$ cat src/hst_pkg.sv
package hst_pkg;

    localparam int unsigned ADDR_W = 8;
    localparam int unsigned DEPTH  = 1 << ADDR_W;

    localparam logic [1:0] REQ_CREATE = 2'd0;
    localparam logic [1:0] REQ_REMOVE = 2'd1;
    localparam logic [1:0] REQ_LOOKUP = 2'd2;

    localparam logic [1:0] STATUS_OK      = 2'd0;
    localparam logic [1:0] STATUS_FULL    = 2'd1;
    localparam logic [1:0] STATUS_INVALID = 2'd2;

    typedef struct packed {
        logic              we;
        logic [ADDR_W-1:0] waddr;
        logic [ADDR_W-1:0] wdata;
        logic              re;
        logic [ADDR_W-1:0] raddr;
    } mem_port_t;

    typedef struct packed {
        logic [1:0]        status;
        logic [ADDR_W-1:0] handle_out;
        logic [ADDR_W-1:0] slot_index;
        logic              moved;
        logic [ADDR_W-1:0] moved_from;
    } result_t;

endpackage

$ cat src/hst_vram.sv
module hst_vram
    import hst_pkg::*;
(
    input  logic              clk,
    input  logic              rst_n,
    input  mem_port_t         port,
    output logic [ADDR_W-1:0] rdata
);

    logic [ADDR_W-1:0] mem [DEPTH];
    logic [ADDR_W-1:0] data_reg;
    logic [DEPTH-1:0]  valid_reg;
    logic              rd_valid_reg;

    always_ff @(posedge clk)
    begin
        if (port.we)
        begin
            mem[port.waddr] <= port.wdata;
        end
        if (port.re)
        begin
            data_reg <= mem[port.raddr];
        end
    end

    // unwritten entries read as zero
    always_ff @(posedge clk or negedge rst_n)
    begin
        if (!rst_n)
        begin
            valid_reg    <= '0;
            rd_valid_reg <= 1'b0;
        end
        else
        begin
            if (port.we)
            begin
                valid_reg[port.waddr] <= 1'b1;
            end
            if (port.re)
            begin
                rd_valid_reg <= valid_reg[port.raddr];
            end
        end
    end

    assign rdata = rd_valid_reg ? data_reg : '0;

endmodule

$ cat config.mk
export PLATFORM = sky130hd
export DESIGN_NAME = hst_vram
export DESIGN_NICKNAME = d
export VERILOG_FILES = /design/src/hst_pkg.sv /design/src/hst_vram.sv
export SDC_FILE = /design/constraint.sdc
export NUM_CORES = 2
export LEC_CHECK = 0
export BUFFER_PORTS_ARGS = -buffer_cell sky130_fd_sc_hd__clkbuf_2
export CAP_MARGIN = 20
export CORE_ASPECT_RATIO = 0.7
export CORE_MARGIN = 2
export CORE_UTILIZATION = 30
export DETAILED_ROUTE_END_ITERATION = 12
export PLACE_DENSITY_LB_ADDON = 0.05
export SLEW_MARGIN = 15
export SYNTH_ARGS = -nofsm -noshare
export SYNTH_HDL_FRONTEND = slang
export SYNTH_SLANG_ARGS = --single-unit
export TNS_END_PERCENT = 10
$ cat constraint.sdc
create_clock -name clk -period 4.5 [get_ports clk]
set_input_delay 0 -clock clk [delete_from_list [all_inputs] [get_ports clk]]
set_output_delay 0 -clock clk [all_outputs]
set_load 0.005 [all_outputs]
==> results_dict.tcl <==
set metrics [dict create \
    status "complete, no violations" \
    reg2regPathDepth 8 \
    ys_seq_area_frac 0.769 \
    hold_viol 0 \
    path_clk_slew_ns 0.06 \
    tightest_slew_ns 1.18 \
    min_to "mem[142][0]" \
    ant_nets 0 \
    numClockSinks 2313 \
    hp-start "port[9]" \
    hpwl_um 177000 \
    synth_area_per_cell_um2 20.7 \
    fmax_ghz 0.280 \
    min_path_type "in -> reg" \
    die_x_um 654 \
    io_buffers 35 \
    cp_cell_sequence "mux4_2, mux4_2, nand2_1, nand2_1, a2111oi_0, nor3_1, a211o_1, dlygate4sd3_1" \
    first_pass_iters 5 \
    crit_cells 8 \
    synth-edff-count 2056 \
    die_h_um 459 \
    synthArstFlopShare 0.111 \
    yosysTopAreaCell "edfxtp_1" \
    clk_path_buf_depth 4 \
    post-route-drc-count 0 \
    grt-ovfl-total 0 \
    detail_route.wl_per_cell_um 32.0 \
    setup_slack_ns 0.926 \
    synth_ff_type "edfxtp_1" \
    vdd_drop_max_mv 0.306 \
    fin_area_mm2 0.104 \
    slew_headroom 0.209 \
    post-place-ws_ns 0.499 \
    synthCells 4286 \
    crit_buf_inv 1 \
    cp-end-kind "flip-flop" \
    period_needed_ns 3.57 \
    place.gp.congestion 0.846 \
    clock_latency_ns 0.90 \
    cp_slowest_stage_delay_ns 0.63 \
    r2r_slack_ns 0.93 \
    rsz0062_at_grt "false" \
    row_count 166 \
    power_density_mw_per_mm2 445 \
    synth-seq-cells 2313 \
    vias 44200 \
    fin_nets 4689 \
    yosys-top-cells-area "edfxtp_1 (70%), mux4_2 (14%), dfrtp_1 (7.3%)" \
    largest_register_ffs 2048 \
    yosysTopAreaCellShare 0.696 \
    finalSetupTns_ns 0 \
    arrival_ns 4.37 \
    grt_pass1_wl_um 388000 \
    initial_core_util 0.302 \
    antenna_found_initial 21 \
    cts_buffers 240 \
    leakage_nw 34.3 \
    placed_cell_area_mm2 0.0959 \
    vias_per_cell 5.02 \
    post_cts_buffers 0 \
    track_usage 0.187 \
    syn_area_mm2 0.0887 \
    dieArea_mm2 0.300 \
    drive_gt1_frac 0.320 \
    grt_max_degree 141 \
    hold_depth 2 \
    timing.rr.end "rd_valid_reg" \
    finalCritPeriodShare 0.794 \
    cp.required_ns 5.29 \
    cp_top_family "multiplexers" \
    h-tree-depth 4 \
    worst_clock_skew_ns 0.0469 \
    core_area_mm2 0.293 \
    syn_nets 4314 \
    cap_violations 0 \
    cts_tree "done" \
    synth_cell_type_count 36 \
    postLayoutCoreUtil 0.354 \
    drt_iter0_markers 4552 \
    crit_path_top_delay_cell "a2111oi_0" \
    cp_max_fo 2 \
    grt_pass1_vias 45400 \
    drt-total-wl_um 282000 \
    cp-start-kind "flip-flop" \
    slew_viol_final 0 \
    cts_root_buf "clkbuf_16" \
    area_delta_synth_final_pct 17.2 \
    yosys_warnings 0 \
    critPathKind "reg -> reg" \
    setup_viol_count_final 0 \
    worstReg2RegStart "valid_reg[75]" \
    io-pin-count 36 \
]
-- timing repair --
item                       CTS  global route
hold endpoints to repair  1354             0
resized for setup            0             0
hold buffers                22             0
-- cell usage after synthesis (all sizes together), types with 4 or more instances --
| library cell | n |
|---|---|
| a21oi | 134 |
| or2 | 266 |
| nand2b | 4 |
| a2111oi | 5 |
| o221ai | 10 |
| o22ai | 21 |
| mux2i | 28 |
| mux4 | 565 |
| nand2 | 33 |
| clkbuf | 146 |
| inv | 4 |
| nor2b | 14 |
| edfxtp | 2056 |
| dfrtp | 257 |
| a22oi | 258 |
| nand4 | 12 |
| and2 | 9 |
| nor4 | 34 |
| nand3 | 32 |
| nor3 | 7 |
| buf | 107 |
| a211oi | 4 |
| nor2 | 266 |
-- per-stage QoR --
stage	hold WS (ns)	power, mW	cells
after global routing	0.132	47.9	8812
after CTS	0.0922	47.0	8800
after global placement	-0.0720	26.8	8332
final	0.155	46.3	8816
after floorplan	-0.296	25.4	4286
after detailed placement	-0.0747	26.8	8336
-- layer usage --
| metal | share of wire | global-route usage | vias to the layer above |
|---|---|---|---|
| met3 | 0.073 | 0.0525 | 347 |
| li1 | - | - | 18400 |
| met2 | 0.42 | 0.263 | 1245 |
| met1 | 0.48 | 0.282 | 24200 |
| met5 | 0.00095 | 0.00594 | - |
| met4 | 0.023 | 0.0444 | 4 |
-- cell usage in the layout (no fill, tap or decap), types with 45 or more instances in the layout --
cell	instances
buf_12	45
a21oi_1	134
buf_4	280
edfxtp_1	2056
or2_2	266
nor2_1	258
mux4_2	565
clkbuf_1	68
a22oi_1	258
dfrtp_1	257
clkbuf_16	242
-- area by class of cell --
class | count | area, µm²
fillers | 27400 | 189000
flip-flops and latches | 2313 | 68200
multi-input cells | 1715 | 19500
clock buffers | 324 | 6500
well taps | 3948 | 4940
repair buffers | 386 | 3570
clock inverters | 118 | 1200
inverters | 5 | 18.8
diodes | 7 | 17.5
-- power breakdown --
part           total (mW)  internal, mW  switching (mW)  leakage (nW)
sequential           23.7          23.6           0.115          22.0
clock                20.0          11.5            8.52          3.77
combinational        2.59         0.948            1.65          8.55
-- how the worst max path moves through the flow --
| stage | start | to | slack, ns |
|---|---|---|---|
| floorplan | port[1] | data_reg[4] | 2.00 |
| global placement | port[0] | data_reg[4] | 0.49 |
| detailed placement | port[2] | data_reg[4] | 0.50 |
| CTS | valid_reg[67] | rd_valid_reg | 0.98 |
| global route | valid_reg[7] | rd_valid_reg | 0.74 |
| finish | valid_reg[75] | rd_valid_reg | 0.93 |
-- cells by family (layout without fill, tap and decap cells) --
logic type / Yosys count / after routing / synth area share
DFF: 2313 / 2313 / 0.769
and+or+nand+nor: 680 / 680 / 0.0390
muxes: 596 / 596 / 0.147
AOI/OAI and AO/OA: 439 / 439 / 0.0333
buffers and inverters: 258 / 833 / 0.0121
other: 0 / 7 / 0
Note: power is estimated with default switching activity, not from simulation.
