===== src/hst_pkg.sv =====
package hst_pkg;

    localparam int unsigned ADDR_W = 8;
    localparam int unsigned DEPTH  = 1 << ADDR_W;

    localparam logic [1:0] REQ_CREATE = 2'd0;
    localparam logic [1:0] REQ_REMOVE = 2'd1;
    localparam logic [1:0] REQ_LOOKUP = 2'd2;

    localparam logic [1:0] STATUS_OK      = 2'd0;
    localparam logic [1:0] STATUS_FULL    = 2'd1;
    localparam logic [1:0] STATUS_INVALID = 2'd2;

    typedef struct packed {
        logic              we;
        logic [ADDR_W-1:0] waddr;
        logic [ADDR_W-1:0] wdata;
        logic              re;
        logic [ADDR_W-1:0] raddr;
    } mem_port_t;

    typedef struct packed {
        logic [1:0]        status;
        logic [ADDR_W-1:0] handle_out;
        logic [ADDR_W-1:0] slot_index;
        logic              moved;
        logic [ADDR_W-1:0] moved_from;
    } result_t;

endpackage


===== src/hst_ram.sv =====
module hst_ram
    import hst_pkg::*;
(
    input  logic              clk,
    input  mem_port_t         port,
    output logic [ADDR_W-1:0] rdata
);

    logic [ADDR_W-1:0] mem [DEPTH];
    logic [ADDR_W-1:0] rdata_reg;

    always_ff @(posedge clk)
    begin
        if (port.we)
        begin
            mem[port.waddr] <= port.wdata;
        end
        if (port.re)
        begin
            rdata_reg <= mem[port.raddr];
        end
    end

    assign rdata = rdata_reg;

endmodule


===== config.mk =====
export PLATFORM = sky130hd
export DESIGN_NAME = hst_ram
export DESIGN_NICKNAME = d
export VERILOG_FILES = /design/src/hst_pkg.sv /design/src/hst_ram.sv
export SDC_FILE = /design/constraint.sdc
export NUM_CORES = 2
export LEC_CHECK = 0
export BUFFER_PORTS_ARGS = -buffer_cell sky130_fd_sc_hd__buf_2
export CORE_UTILIZATION = 25
export CTS_CLUSTER_DIAMETER = 150
export CTS_CLUSTER_SIZE = 14
export DETAILED_ROUTE_END_ITERATION = 16
export PLACE_DENSITY = 0.51
export SYNTH_ARGS = -nofsm -noshare
export SYNTH_HDL_FRONTEND = slang
export SYNTH_SLANG_ARGS = --single-unit

===== constraint.sdc =====
create_clock -name clk -period 2.4 [get_ports clk]
set_clock_uncertainty 0.2 [all_clocks]
set_input_delay 0 -clock clk [delete_from_list [all_inputs] [get_ports clk]]
set_output_delay 0 -clock clk [all_outputs]
set_load 0.01 [all_outputs]

==> impl_metrics.yaml <==
synth:
  avgSynthCellArea_um2: 21.3
  yosysWarningCount: 0
  async_flop_share: 0
  syn_nets: 3760
  ys_seq_elements: 2056
  synth-edff-count: 2056
  syn_inst: 3733
  synth_cell_types: 54
  synth-seq-area-share: 0.775
  synth_top_flop_cell: "edfxtp_1"
  netlist_area_um2: 79600
layout:
  drive_above_1_share: 0.333
  area_delta_synth_final_pct: 20.0
  largest_reg_flops: 2048
  nNetsFinal: 4500
  final_util: 0.302
worst_setup_path:
  worstSetupPathType: "flop to flop"
  slowest_delay_ns: 0.59
  worstSetupEndpoint: "rdata[0]$_DFFE_PP_"
  crit_fanout: 1
  startpoint_type: "flop"
  required_ns: 2.77
  crit_top_cell: "mux4_2"
  setup.worst_path.start: "mem[83][0]$_DFFE_PP_"
  crit_arrival_ns: 2.95
  end_kind: "flop"
  worstReg2RegEnd: "rdata[0]$_DFFE_PP_"
  r2r-start: "mem[83][0]$_DFFE_PP_"
  r2r.worst_path.cells: 6
  worstPathCellList: "mux4_2 > mux4_2 > nor2b_4 > nor4_4 > buf_4 > nor4_2"
  cp_slowest_cell: "mux4_2"
  r2r_slack_ns: -0.18
timing:
  relSlewSlack: 0.355
  fmax_mhz: 388
  slew_viol_final: 0
  fin_crit_sh: 1.07
  timing.final.ws_setup_ns: -0.176
  worst-slew-pin-transition_ns: 0.968
  rsz0062_at_grt: "true"
  period_minus_slack_ns: 2.58
  setup_viol: 8
  hold_viol: 0
placement:
  hpwlAfterDp_um: 145000
  io_buffers: 34
  gp_congestion: 0.804
  dp_slack_ns: -1.03
cts:
  cts.clk_slew.worst_paths_ns: 0.07
  cts.sinks: 2056
  cts-root-buf: "clkbuf_16"
  cts_tree: "done"
  h-tree-depth: 4
  cts_buffer_depth: 3
  clock_latency_ns: 0.83
  cts_buffers: 164
drt:
  routed_via_density: 4.67
  ant_nets: 0
  drt-total-wl_um: 218000
  drt-wirelength-per-cell_um: 25.2
  drt-pass1-iter-count: 5
  drt_iter0_markers: 3817
  vias: 40365
  drc: 0
power:
  power_density_nw_per_um2: 715
  total_power_w: 0.0684
  total_leakage_power_nw: 29.9
  peakVddDrop_v: 0.000483
die:
  core_region_area_um2: 316000
  die_w_um: 566
  start_util: 0.252
  die_area_um2: 321000
  die_y_um: 566
  num_rows: 206
  num_io_pins: 35
global_routing:
  grt_start_max_net_pins: 104
  grt_pass1_wl_um: 312000
  antenna_found_initial: 21
  grt_pass1_vias: 41518
  grt_remaining_overflow: 0
  grt_usage: 0.134
hold_path:
  hp-class: "input port to flop"
  min_delay_path_depth: 2
outcome:
  violations: "negative setup slack"
  status: "finished with violations"
flow_run:
  cap_violations: 0
## cells in the final DEF, fill, tap and decap left out, types with 6 or more instances in the layout
| cell type | Yosys | final |
|---|---|---|
| edfxtp_1 | 2056 | 2056 |
| buf_4 | 27 | 650 |
| mux4_2 | 454 | 454 |
| nor2_1 | 282 | 275 |
| clkbuf_16 | 0 | 165 |
| mux2i_1 | 134 | 134 |
| a22oi_1 | 133 | 130 |
| buf_12 | 8 | 95 |
| a21oi_1 | 96 | 94 |
| o221ai_1 | 46 | 45 |
| nand2_1 | 33 | 33 |
| nand3_1 | 34 | 31 |
| o22ai_1 | 28 | 28 |
| dlygate4sd3_1 | 0 | 28 |
| nor2b_1 | 31 | 23 |
| buf_2 | 31 | 20 |
| nor3_1 | 22 | 13 |
| nor4_2 | 3 | 11 |
| nand4_1 | 10 | 10 |
| o211ai_1 | 10 | 10 |
| o21ai_0 | 10 | 10 |
| buf_8 | 13 | 10 |
| nor4_1 | 24 | 9 |
| a211oi_2 | 0 | 9 |
| diode_2 | 0 | 8 |
| a221oi_1 | 13 | 8 |
| nand2b_1 | 8 | 7 |
| a211oi_1 | 16 | 7 |
| nor4_4 | 0 | 7 |
| nor2b_4 | 0 | 6 |
| nor2_4 | 0 | 6 |
| a22o_1 | 8 | 6 |
| clkinv_8 | 0 | 6 |
## how the worst min path moves through the flow
stage	slack, ns	start	to
5_1_grt	0.02	port[9]	mem[65][0]$_DFFE_PP_
6_report	0.05	port[9]	mem[65][0]$_DFFE_PP_
3_5_place_dp	0.28	port[16]	mem[70][7]$_DFFE_PP_
3_3_place_gp	0.26	port[16]	mem[70][7]$_DFFE_PP_
4_1_cts	0.004	port[9]	mem[65][0]$_DFFE_PP_
2_1_floorplan	-0.10	port[9]	mem[0][0]$_DFFE_PP_
## metal layers
metal | vias up | GRT usage | wire, um
met1 | 21885 | 0.186 | 96400
met3 | 235 | 0.0217 | 12500
met2 | 1182 | 0.219 | 105000
met5 | - | 0 | 27
met4 | 4 | 0.0284 | 3970
li1 | 17059 | - | -
## synthesized netlist by cell type (3+ instances only)
cell type / instances / area share
a211oi_1: 16 / 0.0015
a21oi_1: 96 / 0.0060
a221oi_1: 13 / 0.0014
a22o_1: 8 / 0.00088
a22oi_1: 133 / 0.013
and2_1: 6 / 0.00047
buf_1: 22 / 0.0010
buf_12: 8 / 0.0020
buf_2: 31 / 0.0019
buf_4: 27 / 0.0025
buf_6: 21 / 0.0030
buf_8: 13 / 0.0025
clkbuf_1: 111 / 0.0052
edfxtp_1: 2056 / 0.78
mux2i_1: 134 / 0.017
mux4_2: 454 / 0.13
nand2_1: 33 / 0.0016
nand2b_1: 8 / 0.00063
nand3_1: 34 / 0.0021
nand4_1: 10 / 0.00079
nor2_1: 282 / 0.013
nor2b_1: 31 / 0.0024
nor3_1: 22 / 0.0014
nor4_1: 24 / 0.0019
nor4_2: 3 / 0.00047
o211ai_1: 10 / 0.00094
o21ai_0: 10 / 0.00063
o221ai_1: 46 / 0.0051
o22a_1: 5 / 0.00055
o22ai_1: 28 / 0.0022
o32ai_1: 4 / 0.00044
or2_2: 4 / 0.00031
## cells by family (layout without fill, tap and decap cells)
logic type,Yosys count,count (layout),synth area share
flops,2056,2056,0.775
mux,591,591,0.146
simple gates,466,466,0.0263
compound gates,385,385,0.0342
buf+inv,235,985,0.0183
other cells,0,8,0
## report_power, final
| part | total [W] | internal, W | switching [W] |
|---|---|---|---|
| clock | 0.0243 | 0.0122 | 0.0121 |
| combinational | 0.00449 | 0.00185 | 0.00264 |
| sequential | 0.0396 | 0.0396 | 0.0000657 |
## final cells by class
| class | count | area (um^2) |
|---|---|---|
| Fill cell | 30573 | 220000 |
| Multi-Input combinational cell | 1442 | 17000 |
| Timing Repair Buffer | 807 | 7360 |
| Antenna cell | 8 | 20.0 |
| Tap cell | 4160 | 5200 |
| Inverter | 2 | 7.51 |
| Clock buffer | 165 | 4130 |
| Clock inverter | 11 | 148 |
| Sequential cell | 2056 | 61700 |
## timing repair
action,in CTS,in global routing
hold buffers,29,0
resized for setup,66,26
setup endpoints to repair,8,9
buffers inserted,0,3
endpoints found under the hold margin,3403,0
pin swaps,14,12
## critical path, delay by kind of cell (launching register included)
kind	cells	cell delay [ns]
muxes	2	1.11
DFF	1	0.36
and+or+nand+nor	3	0.46
buffers and inverters	1	0.20
## metrics by stage
stage,cell area [um^2],hold slack (ns),cells,setup TNS [ns]
after floorplan,79600,-0.101,3733,0
after detailed placement,90500,0.277,8439,-6.33
after global routing,95600,0.0217,8649,-1.39
after CTS,95400,0.00386,8643,-1.41
after global placement,90500,0.256,8439,-6.23
final,95600,0.0478,8651,-0.984
Power figures use the tool's default switching activity.
