File: config.mk
export PLATFORM = sky130hd
export DESIGN_NAME = hst_ctrl
export DESIGN_NICKNAME = d
export VERILOG_FILES = /design/src/hst_pkg.sv /design/src/hst_ctrl.sv
export SDC_FILE = /design/constraint.sdc
export NUM_CORES = 1
export LEC_CHECK = 0
export ABC_CLOCK_PERIOD_IN_PS = 4200
export BUFFER_PORTS_ARGS = -buffer_cell sky130_fd_sc_hd__buf_2
export CORE_ASPECT_RATIO = 0.7
export CORE_MARGIN = 3
export CORE_UTILIZATION = 40
export DETAILED_ROUTE_END_ITERATION = 12
export PLACE_DENSITY_LB_ADDON = 0.12
export SETUP_SLACK_MARGIN = 0.4
export SYNTH_ARGS = -nofsm -noshare
export SYNTH_HDL_FRONTEND = slang
export SYNTH_SLANG_ARGS = --single-unit
File: constraint.sdc
create_clock -name clk -period 4.2 [get_ports clk]
set_input_delay 0.21 -clock clk [delete_from_list [all_inputs] [get_ports clk]]
set_output_delay 0.21 -clock clk [all_outputs]
set_load 0.005 [all_outputs]
File: src/hst_pkg.sv
package hst_pkg;

    localparam int unsigned ADDR_W = 8;
    localparam int unsigned DEPTH  = 1 << ADDR_W;

    localparam logic [1:0] REQ_CREATE = 2'd0;
    localparam logic [1:0] REQ_REMOVE = 2'd1;
    localparam logic [1:0] REQ_LOOKUP = 2'd2;

    localparam logic [1:0] STATUS_OK      = 2'd0;
    localparam logic [1:0] STATUS_FULL    = 2'd1;
    localparam logic [1:0] STATUS_INVALID = 2'd2;

    typedef struct packed {
        logic              we;
        logic [ADDR_W-1:0] waddr;
        logic [ADDR_W-1:0] wdata;
        logic              re;
        logic [ADDR_W-1:0] raddr;
    } mem_port_t;

    typedef struct packed {
        logic [1:0]        status;
        logic [ADDR_W-1:0] handle_out;
        logic [ADDR_W-1:0] slot_index;
        logic              moved;
        logic [ADDR_W-1:0] moved_from;
    } result_t;

endpackage

File: src/hst_ctrl.sv
module hst_ctrl
    import hst_pkg::*;
#(
    parameter int unsigned CAPACITY = 256
)
(
    input  logic              clk,
    input  logic              rst_n,
    input  logic              s_tvalid,
    output logic              s_tready,
    input  logic [1:0]        req_type,
    input  logic [ADDR_W-1:0] handle_in,
    output logic              m_tvalid,
    input  logic              m_tready,
    output result_t           result,
    output mem_port_t         sot_port,
    input  logic [ADDR_W-1:0] sot_rdata,
    output mem_port_t         hos_port,
    input  logic [ADDR_W-1:0] hos_rdata,
    output mem_port_t         fn_port,
    input  logic [ADDR_W-1:0] fn_rdata
);

    localparam int unsigned LIMIT     = (CAPACITY < DEPTH) ? CAPACITY : DEPTH;
    localparam logic [ADDR_W:0] LIMIT_C = (ADDR_W + 1)'(LIMIT);

    typedef enum logic [2:0] {
        ST_IDLE = 3'b001,
        ST_EXEC = 3'b010,
        ST_FIX  = 3'b100
    } state_t;

    state_t            state_reg, state_next;
    logic [1:0]        req_reg, req_next;
    logic [ADDR_W-1:0] h_reg, h_next;
    logic [ADDR_W-1:0] free_head_reg, free_head_next;
    logic [ADDR_W:0]   live_reg, live_next;
    logic [ADDR_W-1:0] lh_reg, lh_next;
    logic [ADDR_W-1:0] fix_slot_reg, fix_slot_next;
    result_t           out_reg, out_next;
    logic              out_valid_reg, out_valid_next;

    logic              accept;
    logic              out_free;
    logic [ADDR_W:0]   last;
    logic [ADDR_W-1:0] new_slot;
    logic [ADDR_W-1:0] new_handle;
    logic              live_hit;
    logic              do_move;
    result_t           res;

    assign accept   = s_tvalid && (state_reg == ST_IDLE);
    assign out_free = !out_valid_reg || m_tready;
    assign last     = live_reg - (ADDR_W + 1)'(1);
    assign new_slot = live_reg[ADDR_W-1:0];
    assign new_handle = (free_head_reg != '0) ? free_head_reg : new_slot;
    assign live_hit = (h_reg != '0) && (sot_rdata != '0);
    assign do_move  = ({1'b0, sot_rdata} < last);

    always_comb
    begin
        state_next     = state_reg;
        req_next       = req_reg;
        h_next         = h_reg;
        free_head_next = free_head_reg;
        live_next      = live_reg;
        lh_next        = lh_reg;
        fix_slot_next  = fix_slot_reg;
        out_next       = out_reg;
        out_valid_next = out_valid_reg && !m_tready;

        sot_port       = '0;
        hos_port       = '0;
        fn_port        = '0;
        sot_port.re    = accept;
        sot_port.raddr = handle_in;
        fn_port.re     = accept;
        fn_port.raddr  = free_head_reg;
        hos_port.re    = accept;
        hos_port.raddr = last[ADDR_W-1:0];

        res            = '0;
        res.status     = STATUS_INVALID;
        res.handle_out = h_reg;

        case (state_reg)
            ST_IDLE:
            begin
                if (accept)
                begin
                    req_next   = req_type;
                    h_next     = handle_in;
                    state_next = ST_EXEC;
                end
            end
            ST_EXEC:
            begin
                if (out_free)
                begin
                    state_next = ST_IDLE;
                    case (req_reg)
                        REQ_CREATE:
                        begin
                            res.handle_out = '0;
                            if (live_reg >= LIMIT_C)
                            begin
                                res.status = STATUS_FULL;
                            end
                            else
                            begin
                                res.status     = STATUS_OK;
                                res.handle_out = new_handle;
                                res.slot_index = new_slot;
                                if (free_head_reg != '0)
                                begin
                                    free_head_next = fn_rdata;
                                end
                                sot_port.we    = 1'b1;
                                sot_port.waddr = new_handle;
                                sot_port.wdata = new_slot;
                                hos_port.we    = 1'b1;
                                hos_port.waddr = new_slot;
                                hos_port.wdata = new_handle;
                                live_next      = live_reg + (ADDR_W + 1)'(1);
                            end
                        end
                        REQ_REMOVE:
                        begin
                            if (live_hit)
                            begin
                                res.status     = STATUS_OK;
                                res.slot_index = sot_rdata;
                                fn_port.we     = 1'b1;
                                fn_port.waddr  = h_reg;
                                fn_port.wdata  = free_head_reg;
                                free_head_next = h_reg;
                                sot_port.we    = 1'b1;
                                sot_port.waddr = h_reg;
                                sot_port.wdata = '0;
                                live_next      = last;
                                if (do_move)
                                begin
                                    res.moved      = 1'b1;
                                    res.moved_from = last[ADDR_W-1:0];
                                    hos_port.we    = 1'b1;
                                    hos_port.waddr = sot_rdata;
                                    hos_port.wdata = hos_rdata;
                                    lh_next        = hos_rdata;
                                    fix_slot_next  = sot_rdata;
                                    state_next     = ST_FIX;
                                end
                            end
                        end
                        REQ_LOOKUP:
                        begin
                            if (live_hit)
                            begin
                                res.status     = STATUS_OK;
                                res.slot_index = sot_rdata;
                            end
                        end
                        default:
                        begin
                            res.status = STATUS_INVALID;
                        end
                    endcase
                    out_next       = res;
                    out_valid_next = 1'b1;
                end
            end
            ST_FIX:
            begin
                // rebind the moved handle to its new slot
                sot_port.we    = 1'b1;
                sot_port.waddr = lh_reg;
                sot_port.wdata = fix_slot_reg;
                state_next     = ST_IDLE;
            end
            default:
            begin
                state_next = ST_IDLE;
            end
        endcase
    end

    always_ff @(posedge clk or negedge rst_n)
    begin
        if (!rst_n)
        begin
            state_reg     <= ST_IDLE;
            free_head_reg <= '0;
            live_reg      <= (ADDR_W + 1)'(1);
            out_valid_reg <= 1'b0;
        end
        else
        begin
            state_reg     <= state_next;
            free_head_reg <= free_head_next;
            live_reg      <= live_next;
            out_valid_reg <= out_valid_next;
        end
    end

    always_ff @(posedge clk)
    begin
        req_reg      <= req_next;
        h_reg        <= h_next;
        lh_reg       <= lh_next;
        fix_slot_reg <= fix_slot_next;
        out_reg      <= out_next;
    end

    assign s_tready = (state_reg == ST_IDLE);
    assign m_tvalid = out_valid_reg;
    assign result   = out_reg;

endmodule

==> impl_metrics.json, run 1 <==
{
  "start_util_pct": 41.4,
  "status": "finished, final reports clean",
  "cts_max_level": 3,
  "drt_iter0_drc": 403,
  "synthesis.nets": 413,
  "total_power_w": 0.00260,
  "worst_r2r_endpoint": "result[0]",
  "path_max_fanout": 9,
  "grt_pass1_vias": 3373,
  "core_um2": 9800,
  "place_congestion": 0.881,
  "ioPinCount": 145,
  "critPathArrivalTime_ns": 3.39,
  "drive_above_1_share_pct": 39.9,
  "synth_area_um2": 4060,
  "vdd_drop_max_v": 0.000273,
  "dieArea_um2": 11400,
  "yosysWarnings": 0,
  "grt_overflow": 0,
  "fillers": 908,
  "root_buffer": "clkbuf_16",
  "hold_start": "req_type[0]",
  "pwr_density_cell_nw_per_um2": 498,
  "worstRegToRegCells": 12,
  "dp.cells": 614,
  "cts_num_sinks": 74,
  "syn_to_final_growth_pct": 28.6,
  "wl_um": 12800,
  "cts.reportedPaths.clkPinSlew_ns": 0.06,
  "reg2reg_slack_ns": 0.83,
  "routed_via_density": 5.46,
  "yosys-top-cells-area": "edfxtp_1 (39%), dfrtp_1 (12%), mux2_2 (4.2%)",
  "hold_viol": 0,
  "relSlewSlack_pct": 30.0,
  "tightestPinTransition_ns": 1.04,
  "fin_skew_ns": 0.00828,
  "antenna_cells": 0,
  "maxCapViolCount": 0,
  "synth_top_area_share_pct": 39.2,
  "critPathRequiredTime_ns": 3.99,
  "antenna_found_initial": 0,
  "ys_types": 55,
  "grt_pass1_wl_um": 19800,
  "instances_no_fill": 637,
  "dr.pass1.iters": 5,
  "end_kind": "output pin",
  "ys.flop_type": "edfxtp_1",
  "worstSkewPairLatency_ns": 0.33,
  "vias": 3477,
  "crit_type": "reg -> out",
  "finalSetupViolCount": 0,
  "rsz0062_at_grt": "no",
  "holdPathStages": 1,
  "dp_hpwl_um": 9160,
  "synth_edf_count": 53,
  "ys_seq_area_share_pct": 52.2,
  "cts_made_buffers": 9,
  "synth.avg_cell_area_um2": 11.2,
  "hold_class": "in -> reg",
  "grt_max_degree": 22,
  "nets": 555,
  "drc": 0,
  "yosys.area.top_type": "edfxtp_1",
  "largest_register_ffs": 27,
  "fin_hold_ws_ns": 0.0541,
  "grtUsageTotal_pct": 22.3,
  "max_freq_mhz": 278,
  "worstHoldEndpoint": "req_reg[0]",
  "synth_seq_cells": 74,
  "synthCells": 362,
  "power_leakage_nw": 2.48,
  "die_x_um": 126,
  "finalSetupTns_ns": 0,
  "fin_crit_sh_pct": 85.8,
  "cts_tree": "done",
  "die_y_um": 90.3,
  "ant_nets": 0,
  "finalCriticalPeriod_ns": 3.60,
  "wl_per_cell_um": 20.1,
  "async_flop_share_pct": 28.4,
  "finalMaxSlewViolations": 0,
  "startpoint_type": "register",
  "r2r_start": "live_reg[0]",
  "cts_max_path_buffers": 2,
  "rows": 30,
  "portBuffers": 144
}
-- Yosys cell counts (9+ instances only) --
cell / count
buf_4: 12
dfrtp_1: 19
edfxtp_1: 53
a22o_1: 13
nand2_1: 30
a21oi_1: 22
a21o_1: 9
nor3_1: 10
inv_1: 16
and2_1: 20
nor2_1: 28
ha_1: 13
mux2_2: 15
clkbuf_1: 11
-- logic make-up after synthesis --
kind of cell | after synthesis | share of synthesized area, %
flip-flops | 74 | 52.2
AND/OR/NAND/NOR | 119 | 15.4
AO/OA/AOI/OAI | 82 | 15.0
buffers and inverters | 44 | 5.83
multiplexers | 17 | 4.69
adder cells (fa/ha/maj) | 13 | 4.01
XOR/XNOR | 13 | 2.81
-- critical path, stage by stage (launching register included) --
cell and delay, ns:
dfstp_2 0.43, inv_2 0.10, ha_2 0.22, or4b_4 0.50
nor2_1 0.13, xnor2_1 0.12, ha_1 0.36, o211ai_1 0.11
o21ai_1 0.19, nand4_2 0.20, and2_4 0.28, or2_2 0.28
buf_2 0.13
-- where the power goes --
group	internal, W	switching, W	leakage (nW)
Sequential	0.000907	0.000157	0.750
Combinational	0.000317	0.000399	1.57
Clock	0.000535	0.000286	0.151
Total	0.00176	0.000841	2.48
-- placed cells by master (no fill, tap or decap), types with 4 or more instances in the layout --
cell type	count
dfrtp_1	18
xor2_1	5
a211o_1	8
a21oi_1	22
o211ai_1	4
inv_1	15
nor3_1	10
o2bb2ai_1	8
a22o_1	13
nand2_1	30
buf_4	10
clkbuf_16	9
buf_2	144
nor4_1	7
edfxtp_1	53
mux2_2	15
nor2_1	28
or3_1	4
ha_1	12
a21o_1	9
and2_1	20
xnor2_1	7
-- stage by stage --
| step | util (%) | instance area, µm² | setup slack, ns |
|---|---|---|---|
| after global routing | 53.3 | 5220 | 0.399 |
| after CTS | 52.6 | 5150 | 0.412 |
| after detailed placement | 49.2 | 4820 | 0.682 |
| final | 53.3 | 5220 | 0.598 |
| after floorplan | - | 4060 | 0.993 |
| after global placement | 49.2 | 4820 | 0.822 |
-- worst max-delay path by stage --
stage / depth (start not counted) / slack [ns] / to / from
3_5_place_dp: 12 / 0.68 / hos_port[18] / live_reg[1]
5_1_grt: 12 / 0.40 / hos_port[25] / live_reg[0]
4_1_cts: 12 / 0.41 / hos_port[18] / live_reg[1]
6_report: 12 / 0.60 / hos_port[25] / live_reg[0]
2_1_floorplan: 14 / 0.99 / hos_port[24] / live_reg[0]
3_3_place_gp: 12 / 0.82 / hos_port[18] / live_reg[1]
-- area by class of cell --
cell class / count / area [µm²] / area share [%]
tap: 128 / 160 / 3.07
sequential: 74 / 2120 / 40.6
clock buffer: 13 / 250 / 4.80
inverter: 17 / 63.8 / 1.22
multi-input combinational: 247 / 1750 / 33.6
timing repair buffer: 155 / 806 / 15.4
clock inverter: 3 / 63.8 / 1.22
-- timing repair --
item | CTS | global route
resized for setup | 0 | 8
pin swaps | 0 | 2
hold endpoints to repair | 19 | 0
endpoints found under the setup margin | 17 | 17
setup buffers | 0 | 3
gates cloned | 1 | 2
hold buffers | 1 | 0
-- routing by layer --
| layer | share of wire (%) | track usage [%] | vias up |
|---|---|---|---|
| li1 | - | - | 1603 |
| met1 | 46 | 32.9 | 1706 |
| met2 | 44 | 32.4 | 159 |
| met3 | 9.3 | 6.97 | 9 |
| met4 | 0.72 | 4.38 | 0 |
| met5 | 0 | 0 | - |
No activity file was read; power rests on OpenSTA's default activity.
==> run 2, diff against run 1 <==
Settings changed: RECOVER_POWER set to 50.
==> impl_metrics.json, run 2 (same netlist as run 1, synthesis figures left out) <==
{
  "wl_um": 12800,
  "critPathArrivalTime_ns": 3.59,
  "crit_family": "simple AND/OR/NAND/NOR gates",
  "grt_pass1_vias": 3373,
  "wl_per_cell_um": 20.1,
  "final_area_um2": 5150,
  "rows": 30,
  "power_leakage_nw": 2.35,
  "ioPinCount": 145,
  "crit_chain": "inv_1 -> ha_1 -> or4b_4 -> nor2_1 -> xnor2_1 -> ha_1 -> o211ai_1 -> o21ai_1 -> nand4_2 -> and2_4 -> or2_2 -> buf_2",
  "grt_max_degree": 22,
  "cts_max_level": 3,
  "vias": 3496,
  "crit_type": "reg -> out",
  "fin_crit_sh_pct": 90.4,
  "cts_made_buffers": 9,
  "grt_pass1_wl_um": 19800,
  "die_x_um": 126,
  "finalSetupViolCount": 0,
  "start_util_pct": 41.4,
  "grtUsageTotal_pct": 22.3,
  "vdd_drop_max_v": 0.000271,
  "syn_to_final_growth_pct": 26.9,
  "end_kind": "output pin",
  "root_buffer": "clkbuf_16",
  "place_area_um2": 4820,
  "portBuffers": 144,
  "drive_above_1_share_pct": 30.3,
  "layout_common_cells": "buf_2 (100), edfxtp_1 (53), clkbuf_1 (45)",
  "cpMostUsedCell": "ha_1",
  "max_freq_mhz": 263,
  "worstSkewPairLatency_ns": 0.33,
  "dp_hpwl_um": 9160,
  "final_common_cell": "buf_2",
  "largest_register_ffs": 27,
  "grt_overflow": 0,
  "finalMaxSlewViolations": 0,
  "pwr_density_cell_nw_per_um2": 502,
  "slowest_stage": "or4b_4",
  "slowest_delay_ns": 0.52,
  "drt_iter0_drc": 409,
  "critPathRequiredTime_ns": 3.99,
  "die_y_um": 90.3,
  "drc": 0,
  "place_congestion": 0.881,
  "rsz0062_at_grt": "no",
  "cp.buffers_inverters": 2,
  "ant_nets": 0,
  "dieArea_um2": 11400,
  "antenna_found_initial": 0,
  "instances_no_fill": 637,
  "cts_tree": "done",
  "tightestPinTransition_ns": 1.16,
  "maxCapViolCount": 0,
  "dp.cells": 614,
  "startpoint_type": "register",
  "path_max_fanout": 9,
  "cts_max_path_buffers": 2,
  "core_um2": 9800,
  "finalCriticalPeriod_ns": 3.80,
  "fin_hold_ws_ns": 0.0541,
  "hold_viol": 0,
  "finalSetupTns_ns": 0,
  "fin_skew_ns": 0.00701,
  "routed_via_density": 5.49,
  "hold_class": "in -> reg",
  "antenna_cells": 0,
  "dr.pass1.iters": 5,
  "relSlewSlack_pct": 22.4,
  "cts_num_sinks": 74,
  "status": "finished, final reports clean",
  "cts.reportedPaths.clkPinSlew_ns": 0.06,
  "nets": 555
}
[run 2: cell types whose count changed in the layout (fill, tap and decap cells not counted), sizes merged]
cell | previous run | this run
buf | 154 | 110
clkbuf | 13 | 57
[run 2: path summary, 6_finish.rpt]
path	to	slack, ns	startpoint	depth (start not counted)
worst max-delay path	hos_port[25]	0.40	live_reg[0]	12
worst min-delay path	req_reg[0]	0.05	req_type[0]	1
worst max register to register	result[0]	0.64	live_reg[0]	12
worst min register to register	m_tvalid	0.53	m_tvalid	2
max in group asynchronous	live_reg[1]	2.79	rst_n	2
min in group asynchronous	state_reg[2]	0.63	rst_n	2
[run 2: through the flow]
stage / utilization [%] / total power (W) / setup slack [ns]
5_1_grt: 52.6 / 0.00272 / 0.208
3_5_place_dp: 49.2 / 0.00174 / 0.682
4_1_cts: 52.6 / 0.00257 / 0.412
6_report: 52.6 / 0.00258 / 0.402
2_1_floorplan: - / 0.00143 / 0.993
3_3_place_gp: 49.2 / 0.00173 / 0.822
[run 2: what timing repair did]
item	CTS	global route
gates cloned	1	2
resized for setup	0	8
endpoints found under the hold margin	19	0
setup endpoints to repair	17	17
pin swaps	0	2
hold buffers	1	0
setup buffers	0	3
[run 2: power by group]
part | switching, W | internal [W] | leakage [nW]
Sequential | 0.000157 | 0.000905 | 0.748
Combinational | 0.000401 | 0.000299 | 1.45
Clock | 0.000287 | 0.000535 | 0.151
[run 2: cell type report]
| type | instances | area (µm²) |
|---|---|---|
| Fill cell | 929 | 4650 |
| Sequential cell | 74 | 2120 |
| Multi-Input combinational cell | 247 | 1740 |
| Timing Repair Buffer | 155 | 749 |
| Clock buffer | 13 | 250 |
| Tap cell | 128 | 160 |
| Clock inverter | 3 | 63.8 |
| Inverter | 17 | 63.8 |
[run 2: per-layer routing]
| layer | share of wire, % | vias up | global-route usage (%) |
|---|---|---|---|
| met5 | 0 | - | 0 |
| met4 | 0.72 | 0 | 4.38 |
| met3 | 9.1 | 9 | 6.97 |
| met2 | 44 | 167 | 32.4 |
| met1 | 46 | 1711 | 32.9 |
| li1 | - | 1609 | - |
